--- src/hw/rtl/gfba_pkg.sv ---
// ----------------------------------------------------------------------------
// gfba_pkg
// Shared types and constants for the grouped free-block allocator.
// ----------------------------------------------------------------------------
`default_nettype none

package gfba_pkg;

    localparam int FUNC_W   = 2;
    localparam int WORD_W   = 16;
    localparam int KIND_W   = 3;
    localparam int OFFSET_W = 6;

    // block held in stack entry 0 straight after reset
    localparam logic [WORD_W-1:0] FIRST_DATA_BLOCK = 16'd192;

    // request function codes
    localparam logic [FUNC_W-1:0] FUNC_ALLOC  = 2'd0;
    localparam logic [FUNC_W-1:0] FUNC_FREE   = 2'd1;
    localparam logic [FUNC_W-1:0] FUNC_REFILL = 2'd2;

    // result kinds
    typedef enum logic [KIND_W-1:0] {
        KIND_GRANTED        = 3'd0,
        KIND_EMPTY          = 3'd1,
        KIND_GRANTED_REFILL = 3'd2,
        KIND_SPILL          = 3'd3,
        KIND_FREED          = 3'd4,
        KIND_DONE           = 3'd5
    } kind_t;

    // classified operation handed from front to back
    typedef enum logic [1:0] {
        OP_ALLOC  = 2'd0,
        OP_FREE   = 2'd1,
        OP_REFILL = 2'd2,
        OP_NONE   = 2'd3
    } op_t;

    typedef struct packed {
        op_t               op;
        logic [WORD_W-1:0] data;
    } cmd_t;

    typedef struct packed {
        kind_t               kind;
        logic [WORD_W-1:0]   value;
        logic [OFFSET_W-1:0] word_offset;
        logic [WORD_W-1:0]   target_block;
        logic                last;
    } rsp_t;

endpackage

`default_nettype wire

--- src/hw/rtl/gfba_if.sv ---
// ----------------------------------------------------------------------------
// gfba_in_if / gfba_out_if
// Valid/ready channels for requests and results of the allocator.
// ----------------------------------------------------------------------------
`default_nettype none

interface gfba_in_if;
    logic        valid;
    logic        ready;
    logic [1:0]  func;
    logic [15:0] block_number;
    logic [15:0] refill_word;

    modport source (output valid, output func, output block_number,
                    output refill_word, input ready);
    modport sink (input valid, input func, input block_number,
                  input refill_word, output ready);
endinterface

interface gfba_out_if;
    logic        valid;
    logic        ready;
    logic [2:0]  kind;
    logic [15:0] value;
    logic [5:0]  word_offset;
    logic [15:0] target_block;
    logic        last;

    modport source (output valid, output kind, output value, output word_offset,
                    output target_block, output last, input ready);
    modport sink (input valid, input kind, input value, input word_offset,
                  input target_block, input last, output ready);
endinterface

`default_nettype wire

--- src/hw/rtl/grouped_free_block_allocator.sv ---
// ----------------------------------------------------------------------------
// grouped_free_block_allocator
// Grouped-link free-block allocator with an on-chip stack of free blocks.
// ----------------------------------------------------------------------------
// The block keeps up to GROUP_SIZE free block numbers in a small stack RAM.
// An allocate pops the top entry; when that empties the stack the granted
// block is a group header and the host feeds its words back as refill
// requests, count first. A free pushes the block, or on a full stack spills
// the count and every entry as write words for the freed block and restarts
// the stack with it. Requests pass through a two-entry queue into the
// executing back end, so a request is taken while a result still waits.
// Push, refill word and rejected requests retire from the idle state; an
// allocate also passes through the pop state, as the stack RAM has a
// registered read port. A spilling free occupies the back end through the
// spill header and spill data states, one spill word per cycle through
// the single read port, when the result side takes a transfer every cycle.
// The stack needs no clearing pass after reset.
// ----------------------------------------------------------------------------
`default_nettype none

module grouped_free_block_allocator
    import gfba_pkg::*;
#(
    parameter int GROUP_SIZE = 32
) (
    input  wire logic  clk,
    input  wire logic  rst_n,
    gfba_in_if.sink    cmd,
    gfba_out_if.source result
);

    // queue towards the back end
    logic  q_valid;
    logic  q_ready;
    cmd_t  q_cmd;

    // result register contents
    logic  res_valid;
    rsp_t  res;

    gfba_front u_front (
        .clk     (clk),
        .rst_n   (rst_n),
        .cmd     (cmd),
        .q_valid (q_valid),
        .q_ready (q_ready),
        .q_cmd   (q_cmd)
    );

    gfba_back #(
        .GROUP_SIZE (GROUP_SIZE)
    ) u_back (
        .clk       (clk),
        .rst_n     (rst_n),
        .q_valid   (q_valid),
        .q_ready   (q_ready),
        .q_cmd     (q_cmd),
        .res_valid (res_valid),
        .res_ready (result.ready),
        .res       (res)
    );

    // result transfer
    assign result.valid        = res_valid;
    assign result.kind         = res.kind;
    assign result.value        = res.value;
    assign result.word_offset  = res.word_offset;
    assign result.target_block = res.target_block;
    assign result.last         = res.last;

endmodule

`default_nettype wire

--- src/hw/rtl/gfba_ram.sv ---
// ----------------------------------------------------------------------------
// gfba_ram
// Generic single-write, single-read RAM with registered read data.
// ----------------------------------------------------------------------------
`default_nettype none

module gfba_ram #(
    parameter int WIDTH = 16,
    parameter int DEPTH = 32
) (
    input  wire logic                     clk,
    input  wire logic                     we,
    input  wire logic [$clog2(DEPTH)-1:0] waddr,
    input  wire logic [WIDTH-1:0]         wdata,
    input  wire logic                     re,
    input  wire logic [$clog2(DEPTH)-1:0] raddr,
    output logic      [WIDTH-1:0]         rdata
);

    logic [WIDTH-1:0] mem_reg [DEPTH];

    always_ff @(posedge clk)
    begin
        if (we)
        begin
            mem_reg[waddr] <= wdata;
        end
        if (re)
        begin
            rdata <= mem_reg[raddr];
        end
    end

endmodule

`default_nettype wire

--- src/hw/rtl/gfba_front.sv ---
// ----------------------------------------------------------------------------
// gfba_front
// Accepts requests, classifies them and queues them for the back end.
// ----------------------------------------------------------------------------
`default_nettype none

module gfba_front
    import gfba_pkg::*;
(
    input  wire logic  clk,
    input  wire logic  rst_n,
    gfba_in_if.sink    cmd,
    output logic       q_valid,
    input  wire logic  q_ready,
    output cmd_t       q_cmd
);

    localparam int QUEUE_DEPTH = 2;

    cmd_t        entry_reg [QUEUE_DEPTH];
    logic        wr_ptr_reg, wr_ptr_next;
    logic        rd_ptr_reg, rd_ptr_next;
    logic [1:0]  fill_reg, fill_next;
    cmd_t        decoded;
    logic        push;
    logic        pop;

    // decode the function code
    always_comb
    begin
        decoded.op   = OP_NONE;
        decoded.data = cmd.block_number;
        case (cmd.func)
            FUNC_ALLOC:
            begin
                decoded.op = OP_ALLOC;
            end
            FUNC_FREE:
            begin
                decoded.op = OP_FREE;
            end
            FUNC_REFILL:
            begin
                decoded.op   = OP_REFILL;
                decoded.data = cmd.refill_word;
            end
            default:
            begin
                decoded.op = OP_NONE;
            end
        endcase
    end

    assign cmd.ready = (fill_reg != 2'(QUEUE_DEPTH));
    assign push      = cmd.valid && cmd.ready;
    assign q_valid   = (fill_reg != 2'd0);
    assign pop       = q_valid && q_ready;
    assign q_cmd     = entry_reg[rd_ptr_reg];

    always_comb
    begin
        wr_ptr_next = push ? ~wr_ptr_reg : wr_ptr_reg;
        rd_ptr_next = pop ? ~rd_ptr_reg : rd_ptr_reg;
        fill_next   = fill_reg + 2'(push) - 2'(pop);
    end

    always_ff @(posedge clk)
    begin
        if (push)
        begin
            entry_reg[wr_ptr_reg] <= decoded;
        end
    end

    always_ff @(posedge clk or negedge rst_n)
    begin
        if (!rst_n)
        begin
            wr_ptr_reg <= 1'b0;
            rd_ptr_reg <= 1'b0;
            fill_reg   <= 2'd0;
        end
        else
        begin
            wr_ptr_reg <= wr_ptr_next;
            rd_ptr_reg <= rd_ptr_next;
            fill_reg   <= fill_next;
        end
    end

endmodule

`default_nettype wire

--- src/hw/rtl/gfba_back.sv ---
// ----------------------------------------------------------------------------
// gfba_back
// Executes queued operations on the free-block stack and drives results.
// ----------------------------------------------------------------------------
`default_nettype none

module gfba_back
    import gfba_pkg::*;
#(
    parameter int GROUP_SIZE = 32
) (
    input  wire logic  clk,
    input  wire logic  rst_n,
    input  wire logic  q_valid,
    output logic       q_ready,
    input  wire cmd_t  q_cmd,
    output logic       res_valid,
    input  wire logic  res_ready,
    output rsp_t       res
);

    localparam int ADDR_W = $clog2(GROUP_SIZE);
    localparam int CNT_W  = $clog2(GROUP_SIZE + 1);
    localparam logic [CNT_W-1:0]  CNT_FULL  = CNT_W'(GROUP_SIZE);
    localparam logic [ADDR_W-1:0] IDX_LAST  = ADDR_W'(GROUP_SIZE - 1);
    localparam logic [WORD_W-1:0] WORD_FULL = WORD_W'(GROUP_SIZE);
    localparam logic [WORD_W-1:0] WORD_TERM = WORD_W'(GROUP_SIZE - 1);

    typedef enum logic [3:0] {
        S_IDLE       = 4'b0001,
        S_POP        = 4'b0010,
        S_SPILL_HDR  = 4'b0100,
        S_SPILL_DATA = 4'b1000
    } state_t;

    state_t              state_reg, state_next;
    logic [CNT_W-1:0]    count_reg, count_next;
    logic                refilling_reg, refilling_next;
    logic [CNT_W-1:0]    remaining_reg, remaining_next;
    logic                have_count_reg, have_count_next;
    logic                skip_reg, skip_next;
    logic                pop_refill_reg, pop_refill_next;
    logic [WORD_W-1:0]   target_reg, target_next;
    logic [ADDR_W-1:0]   idx_reg, idx_next;
    logic                init0_reg, init0_next;
    logic                rd_zero_reg;
    logic                res_valid_reg, res_valid_next;
    rsp_t                res_reg, res_next;

    logic                out_free;
    logic                we;
    logic [ADDR_W-1:0]   waddr;
    logic [WORD_W-1:0]   wdata;
    logic                re;
    logic [ADDR_W-1:0]   raddr;
    logic [WORD_W-1:0]   ram_rdata;
    logic [WORD_W-1:0]   rd_data;
    logic [CNT_W-1:0]    clamped;
    logic [CNT_W-1:0]    rem_dec;

    function automatic rsp_t make_rsp(kind_t k, logic [WORD_W-1:0] v,
                                      logic [OFFSET_W-1:0] o,
                                      logic [WORD_W-1:0] t, logic l);
        rsp_t r;
        r.kind         = k;
        r.value        = v;
        r.word_offset  = o;
        r.target_block = t;
        r.last         = l;
        return r;
    endfunction

    gfba_ram #(
        .WIDTH (WORD_W),
        .DEPTH (GROUP_SIZE)
    ) u_stack (
        .clk   (clk),
        .we    (we),
        .waddr (waddr),
        .wdata (wdata),
        .re    (re),
        .raddr (raddr),
        .rdata (ram_rdata)
    );

    // entry 0 reads as the first data block until it is written
    assign rd_data   = (rd_zero_reg && init0_reg) ? FIRST_DATA_BLOCK : ram_rdata;
    assign out_free  = !res_valid_reg || res_ready;
    assign res_valid = res_valid_reg;
    assign res       = res_reg;

    assign clamped = (q_cmd.data > WORD_FULL) ? CNT_FULL : q_cmd.data[CNT_W-1:0];
    assign rem_dec = (remaining_reg != '0) ? remaining_reg - CNT_W'(1) : '0;

    always_comb
    begin
        state_next      = state_reg;
        count_next      = count_reg;
        refilling_next  = refilling_reg;
        remaining_next  = remaining_reg;
        have_count_next = have_count_reg;
        skip_next       = skip_reg;
        pop_refill_next = pop_refill_reg;
        target_next     = target_reg;
        idx_next        = idx_reg;
        res_valid_next  = res_valid_reg && !res_ready;
        res_next        = res_reg;
        q_ready         = 1'b0;
        we              = 1'b0;
        waddr           = count_reg[ADDR_W-1:0];
        wdata           = q_cmd.data;
        re              = 1'b0;
        raddr           = '0;

        case (state_reg)
            S_IDLE:
            begin
                if (q_valid && out_free)
                begin
                    q_ready = 1'b1;
                    case (q_cmd.op)
                        OP_ALLOC:
                        begin
                            if (refilling_reg)
                            begin
                                res_valid_next = 1'b1;
                                res_next = make_rsp(KIND_DONE, '0, '0, '0, 1'b1);
                            end
                            else if (count_reg == '0)
                            begin
                                res_valid_next = 1'b1;
                                res_next = make_rsp(KIND_EMPTY, '0, '0, '0, 1'b1);
                            end
                            else
                            begin
                                re              = 1'b1;
                                raddr           = ADDR_W'(count_reg - CNT_W'(1));
                                count_next      = count_reg - CNT_W'(1);
                                pop_refill_next = (count_reg == CNT_W'(1));
                                if (count_reg == CNT_W'(1))
                                begin
                                    refilling_next  = 1'b1;
                                    have_count_next = 1'b0;
                                    remaining_next  = '0;
                                    skip_next       = 1'b0;
                                end
                                state_next = S_POP;
                            end
                        end
                        OP_FREE:
                        begin
                            if (refilling_reg)
                            begin
                                res_valid_next = 1'b1;
                                res_next = make_rsp(KIND_DONE, '0, '0, '0, 1'b1);
                            end
                            else if (count_reg < CNT_FULL)
                            begin
                                we             = 1'b1;
                                count_next     = count_reg + CNT_W'(1);
                                res_valid_next = 1'b1;
                                res_next = make_rsp(KIND_FREED, q_cmd.data, '0, '0, 1'b1);
                            end
                            else
                            begin
                                target_next = q_cmd.data;
                                state_next  = S_SPILL_HDR;
                            end
                        end
                        OP_REFILL:
                        begin
                            if (!refilling_reg)
                            begin
                                res_valid_next = 1'b1;
                                res_next = make_rsp(KIND_DONE, '0, '0, '0, 1'b1);
                            end
                            else if (!have_count_reg)
                            begin
                                count_next = '0;
                                if (clamped == '0)
                                begin
                                    refilling_next = 1'b0;
                                    remaining_next = '0;
                                    skip_next      = 1'b0;
                                    res_valid_next = 1'b1;
                                    res_next = make_rsp(KIND_DONE, '0, '0, '0, 1'b1);
                                end
                                else
                                begin
                                    skip_next       = (q_cmd.data == WORD_TERM);
                                    remaining_next  = clamped;
                                    have_count_next = 1'b1;
                                end
                            end
                            else if (skip_reg)
                            begin
                                skip_next = 1'b0;
                            end
                            else
                            begin
                                if (count_reg < CNT_FULL)
                                begin
                                    we         = 1'b1;
                                    count_next = count_reg + CNT_W'(1);
                                end
                                remaining_next = rem_dec;
                                if (rem_dec == '0)
                                begin
                                    refilling_next  = 1'b0;
                                    have_count_next = 1'b0;
                                    res_valid_next  = 1'b1;
                                    res_next = make_rsp(KIND_DONE, '0, '0, '0, 1'b1);
                                end
                            end
                        end
                        default:
                        begin
                            res_valid_next = 1'b1;
                            res_next = make_rsp(KIND_DONE, '0, '0, '0, 1'b1);
                        end
                    endcase
                end
            end
            S_POP:
            begin
                if (out_free)
                begin
                    res_valid_next = 1'b1;
                    res_next = make_rsp(pop_refill_reg ? KIND_GRANTED_REFILL : KIND_GRANTED,
                                        rd_data, '0, '0, 1'b1);
                    state_next = S_IDLE;
                end
            end
            S_SPILL_HDR:
            begin
                if (out_free)
                begin
                    res_valid_next = 1'b1;
                    res_next   = make_rsp(KIND_SPILL, WORD_FULL, '0, target_reg, 1'b0);
                    re         = 1'b1;
                    raddr      = '0;
                    idx_next   = '0;
                    state_next = S_SPILL_DATA;
                end
            end
            S_SPILL_DATA:
            begin
                if (out_free)
                begin
                    res_valid_next = 1'b1;
                    res_next = make_rsp(KIND_SPILL, rd_data,
                                        OFFSET_W'(idx_reg) + OFFSET_W'(1),
                                        target_reg, idx_reg == IDX_LAST);
                    if (idx_reg == IDX_LAST)
                    begin
                        // restart the stack with the freed block alone
                        we         = 1'b1;
                        waddr      = '0;
                        wdata      = target_reg;
                        count_next = CNT_W'(1);
                        state_next = S_IDLE;
                    end
                    else
                    begin
                        re       = 1'b1;
                        raddr    = idx_reg + ADDR_W'(1);
                        idx_next = idx_reg + ADDR_W'(1);
                    end
                end
            end
            default:
            begin
                state_next = S_IDLE;
            end
        endcase

        init0_next = init0_reg && !(we && (waddr == '0));
    end

    always_ff @(posedge clk)
    begin
        res_reg        <= res_next;
        target_reg     <= target_next;
        idx_reg        <= idx_next;
        pop_refill_reg <= pop_refill_next;
        if (re)
        begin
            rd_zero_reg <= (raddr == '0);
        end
    end

    always_ff @(posedge clk or negedge rst_n)
    begin
        if (!rst_n)
        begin
            state_reg      <= S_IDLE;
            count_reg      <= CNT_W'(1);
            refilling_reg  <= 1'b0;
            remaining_reg  <= '0;
            have_count_reg <= 1'b0;
            skip_reg       <= 1'b0;
            init0_reg      <= 1'b1;
            res_valid_reg  <= 1'b0;
        end
        else
        begin
            state_reg      <= state_next;
            count_reg      <= count_next;
            refilling_reg  <= refilling_next;
            remaining_reg  <= remaining_next;
            have_count_reg <= have_count_next;
            skip_reg       <= skip_next;
            init0_reg      <= init0_next;
            res_valid_reg  <= res_valid_next;
        end
    end

endmodule

`default_nettype wire
--- src/flat_wrapper.sv ---
// flat-port wrapper written by rule: the top's interface ports become plain ports
module grouped_free_block_allocator_flat import gfba_pkg::*;
#(
    parameter int GROUP_SIZE = 32
)
  (clk, rst_n, cmd_valid, cmd_func, cmd_block_number, cmd_refill_word, cmd_ready, result_valid, result_kind, result_value, result_word_offset, result_target_block, result_last, result_ready);
  gfba_in_if cmd_i ();
  gfba_out_if result_i ();
  input  wire logic clk;
  input  wire logic rst_n;
  input wire logic [$bits(cmd_i.valid)-1:0] cmd_valid;
  input wire logic [$bits(cmd_i.func)-1:0] cmd_func;
  input wire logic [$bits(cmd_i.block_number)-1:0] cmd_block_number;
  input wire logic [$bits(cmd_i.refill_word)-1:0] cmd_refill_word;
  output wire logic [$bits(cmd_i.ready)-1:0] cmd_ready;
  output wire logic [$bits(result_i.valid)-1:0] result_valid;
  output wire logic [$bits(result_i.kind)-1:0] result_kind;
  output wire logic [$bits(result_i.value)-1:0] result_value;
  output wire logic [$bits(result_i.word_offset)-1:0] result_word_offset;
  output wire logic [$bits(result_i.target_block)-1:0] result_target_block;
  output wire logic [$bits(result_i.last)-1:0] result_last;
  input wire logic [$bits(result_i.ready)-1:0] result_ready;
  assign cmd_i.valid = cmd_valid;
  assign cmd_i.func = cmd_func;
  assign cmd_i.block_number = cmd_block_number;
  assign cmd_i.refill_word = cmd_refill_word;
  assign cmd_ready = cmd_i.ready;
  assign result_valid = result_i.valid;
  assign result_kind = result_i.kind;
  assign result_value = result_i.value;
  assign result_word_offset = result_i.word_offset;
  assign result_target_block = result_i.target_block;
  assign result_last = result_i.last;
  assign result_i.ready = result_ready;
  grouped_free_block_allocator #(.GROUP_SIZE(GROUP_SIZE)) u_core (.clk(clk), .rst_n(rst_n), .cmd(cmd_i), .result(result_i));
endmodule
--- config.mk ---
export PLATFORM = sky130hd
export DESIGN_NAME = grouped_free_block_allocator_flat
export DESIGN_NICKNAME = d
export VERILOG_FILES = /design/src/hw/rtl/gfba_pkg.sv /design/src/hw/rtl/gfba_if.sv /design/src/hw/rtl/grouped_free_block_allocator.sv /design/src/hw/rtl/gfba_ram.sv /design/src/hw/rtl/gfba_front.sv /design/src/hw/rtl/gfba_back.sv /design/src/flat_wrapper.sv
export SDC_FILE = /design/constraint.sdc
export NUM_CORES = 1
export LEC_CHECK = 0
export BUFFER_PORTS_ARGS = -buffer_cell sky130_fd_sc_hd__buf_2
export CAP_MARGIN = 15
export CORE_MARGIN = 1.5
export CORE_UTILIZATION = 50
export DETAILED_ROUTE_END_ITERATION = 10
export MAX_ROUTING_LAYER = met4
export PLACE_DENSITY = 0.64
export SLEW_MARGIN = 20
export SYNTH_ARGS = -nofsm -noshare
export SYNTH_HDL_FRONTEND = slang
export SYNTH_SLANG_ARGS = --single-unit
--- constraint.sdc ---
create_clock -name clk -period 8.73 [get_ports clk]
set_input_delay 0.873 -clock clk [delete_from_list [all_inputs] [get_ports clk]]
set_output_delay 0.873 -clock clk [all_outputs]
set_load 0.05 [all_outputs]
==> Word-level counts from Yosys, hierarchy flattened <==
Memories as Yosys holds them, arrays and structs flattened. A register that Yosys moved wholly into a read port is not among the register bits.
Cells that the tools add are included.
{ "totals": {"regBits": 90, "latch_bits": 0, "mem_bits_rw": 548, "mem_bits_ro": 0, "in_bits": 38, "word_cells": 230, "n_memories": 2} }
{ "mem_list": {"columns": ["name", "depth", "width", "read_ports", "rd_clocked_by_memory_dff", "wr", "line_no", "source"], "rows": [
  ["u_core.u_back.u_stack.mem_reg", 32, 16, 1, 1, 1, "gfba_ram.sv:20", "logic [WIDTH-1:0] mem_reg [DEPTH];"],
  ["u_core.u_front.entry_reg", 2, 18, 1, 0, 1, "gfba_front.sv:20", "cmd_t entry_reg [QUEUE_DEPTH];"]
]} }
{ "classes": {"add_sub_neg": 7, "n_mul": 0, "n_div": 0, "magnitude_cmp": 2, "eq_ne": 36, "n_shift": 0, "muxes": 124, "bitwise": 5, "reduce_logical": 34} }
{ "ops": {"columns": ["operator", "count"], "rows": [
  ["$mux 42", 13],
  ["$pmux 42 s4", 1],
  ["$pmux 42 s3", 1],
  ["$mux 6", 19],
  ["$mux 16", 5],
  ["$mux 5", 12],
  ["$mux 1", 47],
  ["$mux 4", 9],
  ["$reduce_and 10->1", 3],
  ["$pmux 6 s2", 2],
  ["$ne 2x2->1 const B", 11],
  ["$pmux 5 s2", 2],
  ["$logic_not 6->1", 3],
  ["$ne 3x3->1 const B", 6],
  ["$pmux 6 s3", 1],
  ["$eq 16x5->1 const B", 1],
  ["$gt 16x6->1 const B", 1],
  ["$pmux 4 s4", 1],
  ["$ne 5x5->1 const B", 3],
  ["$ne 4x4->1 const B", 3],
  ["$pmux 1 s2", 6],
  ["$sub 6x1->6 const B", 2],
  ["$logic_not 5->1", 2],
  ["$reduce_and 5->1", 2],
  ["33 further kinds", 52]
]} }

==> Longest topological paths before layout <==
Gate-level depths: netlist (run 1).
{ "depth": {"depth_word": 11, "depth_mapped": 16, "mapped_depth_nobuf": 10} }

==> Cells and area by module <==
Synthesis (run 1) repeated with hierarchy kept, for this count alone.
{ "unflattened": {"cells_unflattened": 1663, "hier_area_um2": 27132.3} }
{ "by_module_without_submodules": {"columns": ["module", "n_inst", "cells_each", "area_each_um2", "seq_area_each_um2"], "rows": [
  ["gfba_ram", 1, 1143, 20694.8, 15855.2],
  ["gfba_back", 1, 421, 4642.0, 2481.1],
  ["gfba_front", 1, 99, 1795.5, 1181.1]
]} }

==> Worst setup path after synthesis (run 1) <==
Ideal clock, no wire load.
{ "synth_timing": {"kind": "flip-flop to flip-flop", "startpoint": "register u_core.u_front.rd_ptr_reg", "endpoint": "register u_core.u_back.res_reg (netlist bit u_core.u_back.res[0]) (enable)", "setup_ps": 494, "t_arrival_ps": 5012, "required_time_ps": 8236, "path_slack_ps": 3224, "stages_incl_launch_ff": 10, "synth_period_minus_slack_ps": 5506, "cell_sequence": "dfrtp_1 -> clkbuf_1 -> buf_2 -> mux2i_1 -> o211ai_1 -> nor4b_1 -> a32oi_1 -> a31oi_1 -> a21oi_1 -> nor3_1"} }
{ "synth_via": {"elab_chain_len": 6} }
{ "synth_rtl": {"columns": ["element", "line_no", "source"], "rows": [
  ["from (decl)", "gfba_front.sv:22", "logic rd_ptr_reg, rd_ptr_next;"],
  ["from (signal assigned)", "gfba_front.sv:86", "rd_ptr_reg <= rd_ptr_next;"],
  ["$mem_v2 2x18 (*)", null, null],
  ["$gt 16x6->1", "gfba_back.sv:92", "assign clamped = (q_cmd.data > WORD_FULL) ? CNT_FULL : q_cmd.data[CNT_W-1:0];"],
  ["$mux 6", "gfba_back.sv:92", null],
  ["$logic_not 6->1", "gfba_back.sv:180", "if (clamped == '0)"],
  ["$ne 5x5->1 (no source line)", null, null],
  ["$reduce_and 10->1 (no source line) (*)", null, null],
  ["to (signal assigned)", "gfba_back.sv:282", "res_reg <= res_next;"],
  ["to (decl)", "gfba_back.sv:48", "rsp_t res_reg, res_next;"]
]} }
Mark *: on every way between the ends. The rest lies on a longest branch, timed or not.
A chain may end at the register's enable or synchronous reset.

==> Worst setup path in the final report (run 1) <==
{ "layout_timing": {"startpoint": "register u_core.u_front.rd_ptr_reg", "endpoint": "register u_core.u_back.u_stack.rdata[14] (read register of u_core.u_back.u_stack.mem_reg) (data pin)"} }
{ "layout_via": {"elab_chain_len": 5} }
{ "layout_rtl": {"columns": ["element", "line_no", "source"], "rows": [
  ["$mem_v2 2x18 (*)", null, null],
  ["$logic_not 2->1 (*)", "gfba_back.sv:121", "case (q_cmd.op)"],
  ["$mux 1 or $mux 5 (tied branches)", "gfba_back.sv:121", null],
  ["$mux 1 or $mux 5 (tied branches)", "gfba_back.sv:118", "if (q_valid && out_free)"],
  ["$pmux 1 s3 or $pmux 5 s2 (tied branches)", "gfba_back.sv:115", "case (state_reg)"],
  ["to (decl)", "gfba_ram.sv:17", "output logic [WIDTH-1:0] rdata"]
]} }
Marks and branches as above.

==> flow_metrics.env, run 1 <==
export IMPL_most_used_flip_flop_cell_after_synthesis="sky130_fd_sc_hd__edfxtp_1"
export IMPL_drt_pass1_iter_count=7
export IMPL_p_seq_frac=0.465
export IMPL_worstHoldPathType="in2async"
export IMPL_number_of_buffers_added_for_setup_after_cts=0
export IMPL_globalRoute_totalOverflow=0
export IMPL_drt_antenna_violating_nets=0
export IMPL_clock_power_share=0.336
export IMPL_most_common_cell_after_layout_fill_and_taps_aside="sky130_fd_sc_hd__edfxtp_1"
export IMPL_design_die_area_sq_um=56150
export IMPL_global_route_usage_total=0.2755
export IMPL_start_util=0.5076
export IMPL_core_area_sq_um=53920
export IMPL_final_hold_viol_count=0
export IMPL_number_of_synthesized_register_bits=654
export IMPL_switching_power_uw=2643
export IMPL_detail_route_iter0_violations=2026
export IMPL_routed_via_density=6.250
export IMPL_clock_latency_ns=0.62
export IMPL_htree_num_levels=3
export IMPL_grt_start_max_net_pins=150
export IMPL_post_route_cell_area_sq_um=31140
export IMPL_cap_violations=0
export IMPL_number_of_synthesis_warnings=0
export IMPL_critical_path_cell_chain="mux2i_1 -> ha_1 -> nand2b_1 -> a21oi_4 -> buf_4 -> nand3_1 -> nand2_1 -> nand3_1 -> o32ai_1 -> nor3_1"
export IMPL_drcViolationCount=0
export IMPL_tightestPinTransition_ns=1.181
export IMPL_place_detailed_hpwl_mm=45.67
export IMPL_asyncSetResetFlopFracSynth=0.03823
export IMPL_most_common_layout_cells="sky130_fd_sc_hd__edfxtp_1 (629), sky130_fd_sc_hd__mux2i_1 (154), sky130_fd_sc_hd__nand2_1 (152)"
export IMPL_slew_violations=0
export IMPL_cp_slowest_cell="sky130_fd_sc_hd__o32ai_1"
export IMPL_crit_top_cell="sky130_fd_sc_hd__nand3_1"
export IMPL_die_w_um=237.0
export IMPL_synth_cell_area_sq_um=27370
export IMPL_critPathLaunchType="flop"
export IMPL_die_h_um=237.0
export IMPL_antennaDiodeCount=0
export IMPL_yosysSeqAreaShare=0.7131
export IMPL_post_synth_num_cell_types=72
export IMPL_timing_clock_skew_ns=0.02776
export IMPL_slowest_delay_ns=0.86
export IMPL_post_synth_cell_area_avg_sq_um=14.60
export IMPL_ctsResizeCount=0
export IMPL_p_int_uw=6142
export IMPL_end_kind="flop"
export IMPL_syn_instance_count=1875
export IMPL_switching_share=0.3008
export IMPL_status="completed"
export IMPL_critPathTopFamily="simple AND/OR/NAND/NOR gates"
export IMPL_pin_count=82
export IMPL_timing_critical_path_required_ns=9.06
export IMPL_cts_hold_fix_buffers=0
export IMPL_drive_gt1_frac=0.1663
export IMPL_clkSlewWorstSetupHoldPaths_ns=0.06
export IMPL_clk_path_buf_depth=3
export IMPL_vias_in_the_first_global_route=16750
export IMPL_layout_area_overhead_vs_synth_pct=13.79
export IMPL_cts_made_buffers=69
export IMPL_cp_buffers_inverters=1
export IMPL_max_ffs_per_register=512
export IMPL_worst_setup_path_type="reg2reg"
export IMPL_clock_tree_root_cell="sky130_fd_sc_hd__clkbuf_16"
export IMPL_wire_per_inst_um=27.22
export IMPL_ir_worst_vdd_uv=207.2
export IMPL_route_vias_total=17090
export IMPL_setup_tns_final_ns=0
export IMPL_dpl_instance_area_sq_um=28860
export IMPL_post_route_min_period_ns=5.278
export IMPL_p_leak_uw=0.01103
export IMPL_relative_slew_slack=0.1920
export IMPL_design_final_nets=2036
export IMPL_worst_endpoint_arrival_ns=5.60
export IMPL_number_of_enable_flip_flop_cells_after_synthesis=629
export IMPL_grt_first_pass_wirelength_mm=110.2
export IMPL_initial_antenna_violation_count=0
export IMPL_tritoncts="yes"
export IMPL_rsz0062_at_grt="false"
export IMPL_finalSetupViolCount=0
export IMPL_io_buffer_count=81
export IMPL_finalWirelength_mm=74.42
export IMPL_power_density_cell_area_nw_per_um2=282.1
export IMPL_timing_fmax_mhz=189.5
export IMPL_critical_path_peak_fanout=39
export IMPL_cts_sink_count=654
export IMPL_timing_final_crit_share=0.6046
export IMPL_globalplace_congestion=0.8713
export IMPL_syn_num_nets=1927
export IMPL_row_count=85
export IMPL_pwr_share_comb=0.199
==> stage by stage <==
stage	hold slack, ns	setup WS [ns]	total power [uW]	std cells	util
finish	0.2955	3.452	8785	2734	0.5776
floorplan	0.4608	3.224	5255	1875	-
global route	0.3271	3.267	9080	2734	0.5776
CTS	0.2990	3.543	8814	2734	0.5775
global placement	0.4754	3.577	5838	2609	0.5353
detailed placement	0.4823	3.409	5886	2609	0.5353
==> cell usage after synthesis, types with 5 or more instances <==
master                      number  area (sq um)
sky130_fd_sc_hd__o22ai_1        28         175.2
sky130_fd_sc_hd__nor3_1         29         145.1
sky130_fd_sc_hd__a41oi_1         5         43.79
sky130_fd_sc_hd__a22oi_1        32         240.2
sky130_fd_sc_hd__nor3b_1         5         37.54
sky130_fd_sc_hd__ha_1           14         175.2
sky130_fd_sc_hd__a21oi_1        84         420.4
sky130_fd_sc_hd__nor4_1         16         100.1
sky130_fd_sc_hd__nand2_1       152         570.6
sky130_fd_sc_hd__a32oi_1        11         96.34
sky130_fd_sc_hd__buf_2          48         240.2
sky130_fd_sc_hd__mux2_2         28         315.3
sky130_fd_sc_hd__dfrtp_1        22         550.5
sky130_fd_sc_hd__a31oi_1         6         37.54
sky130_fd_sc_hd__mux2i_1       154          1541
sky130_fd_sc_hd__nand2b_1        6         37.54
sky130_fd_sc_hd__nor2_1        114         427.9
sky130_fd_sc_hd__xnor2_1         9         78.83
sky130_fd_sc_hd__o41ai_1         5         43.79
sky130_fd_sc_hd__o2111ai_1      10         87.58
sky130_fd_sc_hd__inv_1          65         244.0
sky130_fd_sc_hd__a221oi_1       13         113.9
sky130_fd_sc_hd__and3_1          5         31.28
sky130_fd_sc_hd__a2111oi_0      34         297.8
sky130_fd_sc_hd__o211ai_1       11         82.58
sky130_fd_sc_hd__nand4_1         8         50.05
sky130_fd_sc_hd__nor2b_1        32         200.2
sky130_fd_sc_hd__a211oi_1       74         555.5
sky130_fd_sc_hd__o32ai_1         7         61.31
sky130_fd_sc_hd__buf_4           6         45.04
sky130_fd_sc_hd__and2_1          5         31.28
sky130_fd_sc_hd__o311ai_1        5         43.79
sky130_fd_sc_hd__edfxtp_1      629         18890
sky130_fd_sc_hd__a22o_1         10         87.58
sky130_fd_sc_hd__nand3_1        30         150.1
sky130_fd_sc_hd__clkbuf_1       61         229.0
sky130_fd_sc_hd__a21o_1          6         45.04
sky130_fd_sc_hd__o21ai_0        23         115.1
==> kinds of logic (layout without fill, tap and decap cells) <==
group	after synthesis	count (layout)	share of synthesized area
xor+xnor	12	12	0.003841
compound gates	394	394	0.1026
simple gates	431	431	0.07658
mux	182	182	0.06784
flops	654	654	0.7131
fa+ha+maj	14	14	0.006400
buf+inv	188	351	0.02962
==> routing by layer <==
layer / up-vias / wire length [um] / global-route usage
li1: 7543 / - / -
met1: 8607 / 30130 / 0.3689
met2: 830 / 35680 / 0.4309
met3: 108 / 6657 / 0.04826
met4: 0 / 1950 / 0.08897
met5: - / 0 / -
==> final cells by class <==
class	count	area, sq um
timing repair buffer	160	1011
tap	696	870.8
clock buffer	89	1886
inverter	66	247.7
sequential	654	19520
multi-input combinational	1033	7222
clock inverter	36	387.9
fill	4146	22780
==> power by group through the flow <==
stage          clock, uW  combinational (uW)  sequential (uW)
4_1_cts             2990                1740             4080
2_1_floorplan          0                 808             4450
3_3_place_gp           0                1700             4140
6_report            2960                1740             4090
5_1_grt             3120                1860             4100
3_5_place_dp           0                1740             4150
==> worst reg2reg max path, cell delays in order, from the launching register on <==
cell                       delay [ns]
sky130_fd_sc_hd__dfrtp_1         0.40
sky130_fd_sc_hd__mux2i_1         0.50
sky130_fd_sc_hd__ha_1            0.34
sky130_fd_sc_hd__nand2b_1        0.17
sky130_fd_sc_hd__a21oi_4         0.51
sky130_fd_sc_hd__buf_4           0.56
sky130_fd_sc_hd__nand3_1         0.44
sky130_fd_sc_hd__nand2_1         0.64
sky130_fd_sc_hd__nand3_1         0.50
sky130_fd_sc_hd__o32ai_1         0.86
sky130_fd_sc_hd__nor3_1          0.09
==> worst paths after layout <==
check,cells after the start,end,startpoint,slack (ns)
max in group asynchronous,1,u_core.u_back.state_reg[3],rst_n,8.00
max,10,u_core.u_back.u_stack.rdata[14],u_core.u_front.rd_ptr_reg,3.45
min,1,u_core.u_back.count_reg[5],rst_n,0.30
max reg2reg,10,u_core.u_back.u_stack.rdata[14],u_core.u_front.rd_ptr_reg,3.45
min in group clk,1,u_core.u_front.entry_reg[1][17],cmd_func[1],0.49
min reg2reg,1,u_core.u_front.wr_ptr_reg,u_core.u_front.wr_ptr_reg,0.49
No activity file was read; power rests on OpenSTA's default activity.
==> run 2, diff against run 1 <==
- clock period: 8.73 -> 5.5 ns (I/O delays scaled with it)
==> flow_metrics.env, run 2 (synthesis results as in run 1) <==
export IMPL_status="completed"
export IMPL_tritoncts="yes"
export IMPL_finalWirelength_mm=74.31
export IMPL_pin_count=82
export IMPL_globalplace_congestion=0.9078
export IMPL_slew_violations=0
export IMPL_place_detailed_hpwl_mm=46.03
export IMPL_critical_path_peak_fanout=15
export IMPL_cts_made_buffers=69
export IMPL_power_density_cell_area_nw_per_um2=445.9
export IMPL_most_common_layout_cells="sky130_fd_sc_hd__edfxtp_1 (629), sky130_fd_sc_hd__mux2i_1 (154), sky130_fd_sc_hd__nand2_1 (152)"
export IMPL_worst_endpoint_arrival_ns=4.97
export IMPL_rsz0062_at_grt="false"
export IMPL_clock_latency_ns=0.61
export IMPL_cts_sink_count=654
export IMPL_number_of_buffers_added_for_setup_after_cts=0
export IMPL_final_hold_viol_count=0
export IMPL_clk_path_buf_depth=3
export IMPL_critPathLaunchType="flop"
export IMPL_timing_clock_skew_ns=0.02882
export IMPL_cp_slowest_cell="sky130_fd_sc_hd__o22ai_1"
export IMPL_drcViolationCount=0
export IMPL_design_final_nets=2043
export IMPL_tightestPinTransition_ns=1.106
export IMPL_global_route_usage_total=0.2736
export IMPL_die_h_um=237.0
export IMPL_io_buffer_count=81
export IMPL_vias_in_the_first_global_route=16400
export IMPL_crit_top_cell="sky130_fd_sc_hd__nand3_1"
export IMPL_ir_worst_vdd_uv=330.4
export IMPL_worst_setup_path_type="reg2reg"
export IMPL_start_util=0.5076
export IMPL_max_ffs_per_register=512
export IMPL_grt_first_pass_wirelength_mm=108.9
export IMPL_timing_hold_ws_ns=0.1820
export IMPL_htree_num_levels=3
export IMPL_routed_via_density=6.243
export IMPL_die_w_um=237.0
export IMPL_drt_antenna_violating_nets=0
export IMPL_clock_tree_root_cell="sky130_fd_sc_hd__clkbuf_16"
export IMPL_row_count=85
export IMPL_route_vias_total=17110
export IMPL_ctsResizeCount=0
export IMPL_most_common_cell_after_layout_fill_and_taps_aside="sky130_fd_sc_hd__edfxtp_1"
export IMPL_design_die_area_sq_um=56150
export IMPL_cap_violations=0
export IMPL_layout_area_overhead_vs_synth_pct=14.19
export IMPL_timing_critical_path_required_ns=5.84
export IMPL_globalRoute_totalOverflow=0
export IMPL_setup_tns_final_ns=0
export IMPL_finalSetupViolCount=0
export IMPL_drive_gt1_frac=0.1679
export IMPL_end_kind="flop"
export IMPL_post_route_min_period_ns=4.630
export IMPL_slowest_delay_ns=0.70
export IMPL_worstHoldPathType="in2reg"
export IMPL_critical_path_cell_chain="nor4b_2 -> nand3_1 -> clkinv_1 -> nand3_1 -> nand2_1 -> nand3_1 -> o22ai_1 -> nor4_1"
export IMPL_p_leak_uw=0.01107
export IMPL_timing_fmax_mhz=216.0
export IMPL_relative_slew_slack=0.2615
export IMPL_initial_antenna_violation_count=2
export IMPL_wire_per_inst_um=27.11
export IMPL_core_area_sq_um=53920
export IMPL_detail_route_iter0_violations=2317
export IMPL_drt_pass1_iter_count=6
export IMPL_timing_final_crit_share=0.8418
export IMPL_grt_start_max_net_pins=78
export IMPL_clkSlewWorstSetupHoldPaths_ns=0.06
==> run 2: final cells by class <==
cell class | instances | area [sq um]
clock inverters | 34 | 352.8
inverters | 66 | 247.7
diodes | 2 | 5.005
clock buffers | 89 | 1887
fillers | 4145 | 22670
repair buffers | 167 | 1116
flip-flops and latches | 654 | 19520
well taps | 696 | 870.8
multi-input cells | 1033 | 7257
==> run 2: repair_timing <==
| action | in CTS | in global routing |
|---|---|---|
| hold endpoints to repair | 22 | 0 |
| hold buffers | 1 | 0 |
| setup endpoints to repair | 0 | 0 |
==> run 2: worst paths after layout <==
| path | endpoint | slack (ns) | cells past startpoint | from |
|---|---|---|---|---|
| worst max-delay path | u_core.u_back.u_stack.rdata[5] | 0.87 | 8 | u_core.u_back.state_reg[0] |
| worst min-delay path | u_core.u_front.entry_reg[1][17] | 0.18 | 1 | cmd_func[1] |
| worst max register to register | u_core.u_back.u_stack.rdata[5] | 0.87 | 8 | u_core.u_back.state_reg[0] |
| worst min register to register | u_core.u_front.wr_ptr_reg | 0.50 | 1 | u_core.u_front.wr_ptr_reg |
| max in group asynchronous | u_core.u_back.state_reg[1] | 4.53 | 2 | rst_n |
| min in group asynchronous | u_core.u_front.wr_ptr_reg | 0.51 | 2 | rst_n |
==> run 2: power breakdown <==
part / internal (uW) / switching (uW) / total, uW
combinational: 624 / 2150 / 2780
clock: 2790 / 1890 / 4670
sequential: 6320 / 164 / 6480
==> run 2: worst max-delay path: cells and delay by family, from the launching register on <==
kind | cells | cell delay, ns
AO/OA/AOI/OAI | 1 | 0.70
flip-flops | 1 | 0.59
buffers and inverters | 1 | 0.34
AND/OR/NAND/NOR | 6 | 2.73
==> run 2: routing by layer <==
metal / GRT usage / part of all wire / up-vias
li1: - / - / 7530
met4: 0.1125 / 0.040 / 0
met2: 0.4158 / 0.46 / 883
met1: 0.3676 / 0.40 / 8537
met5: - / 0 / -
met3: 0.04745 / 0.094 / 163
==> run 2: per-stage QoR <==
stage	cell area, sq um	utilization	std cells	total power (uW)	worst slack (ns)
after global routing	31250	0.5796	2741	14390	0.7106
final	31250	0.5796	2741	13930	0.8699
after CTS	31250	0.5795	2739	13980	1.044
after detailed placement	29000	0.5378	2615	9343	1.060
after floorplan	27370	-	1875	8335	0.6988
after global placement	29000	0.5378	2615	9269	1.030
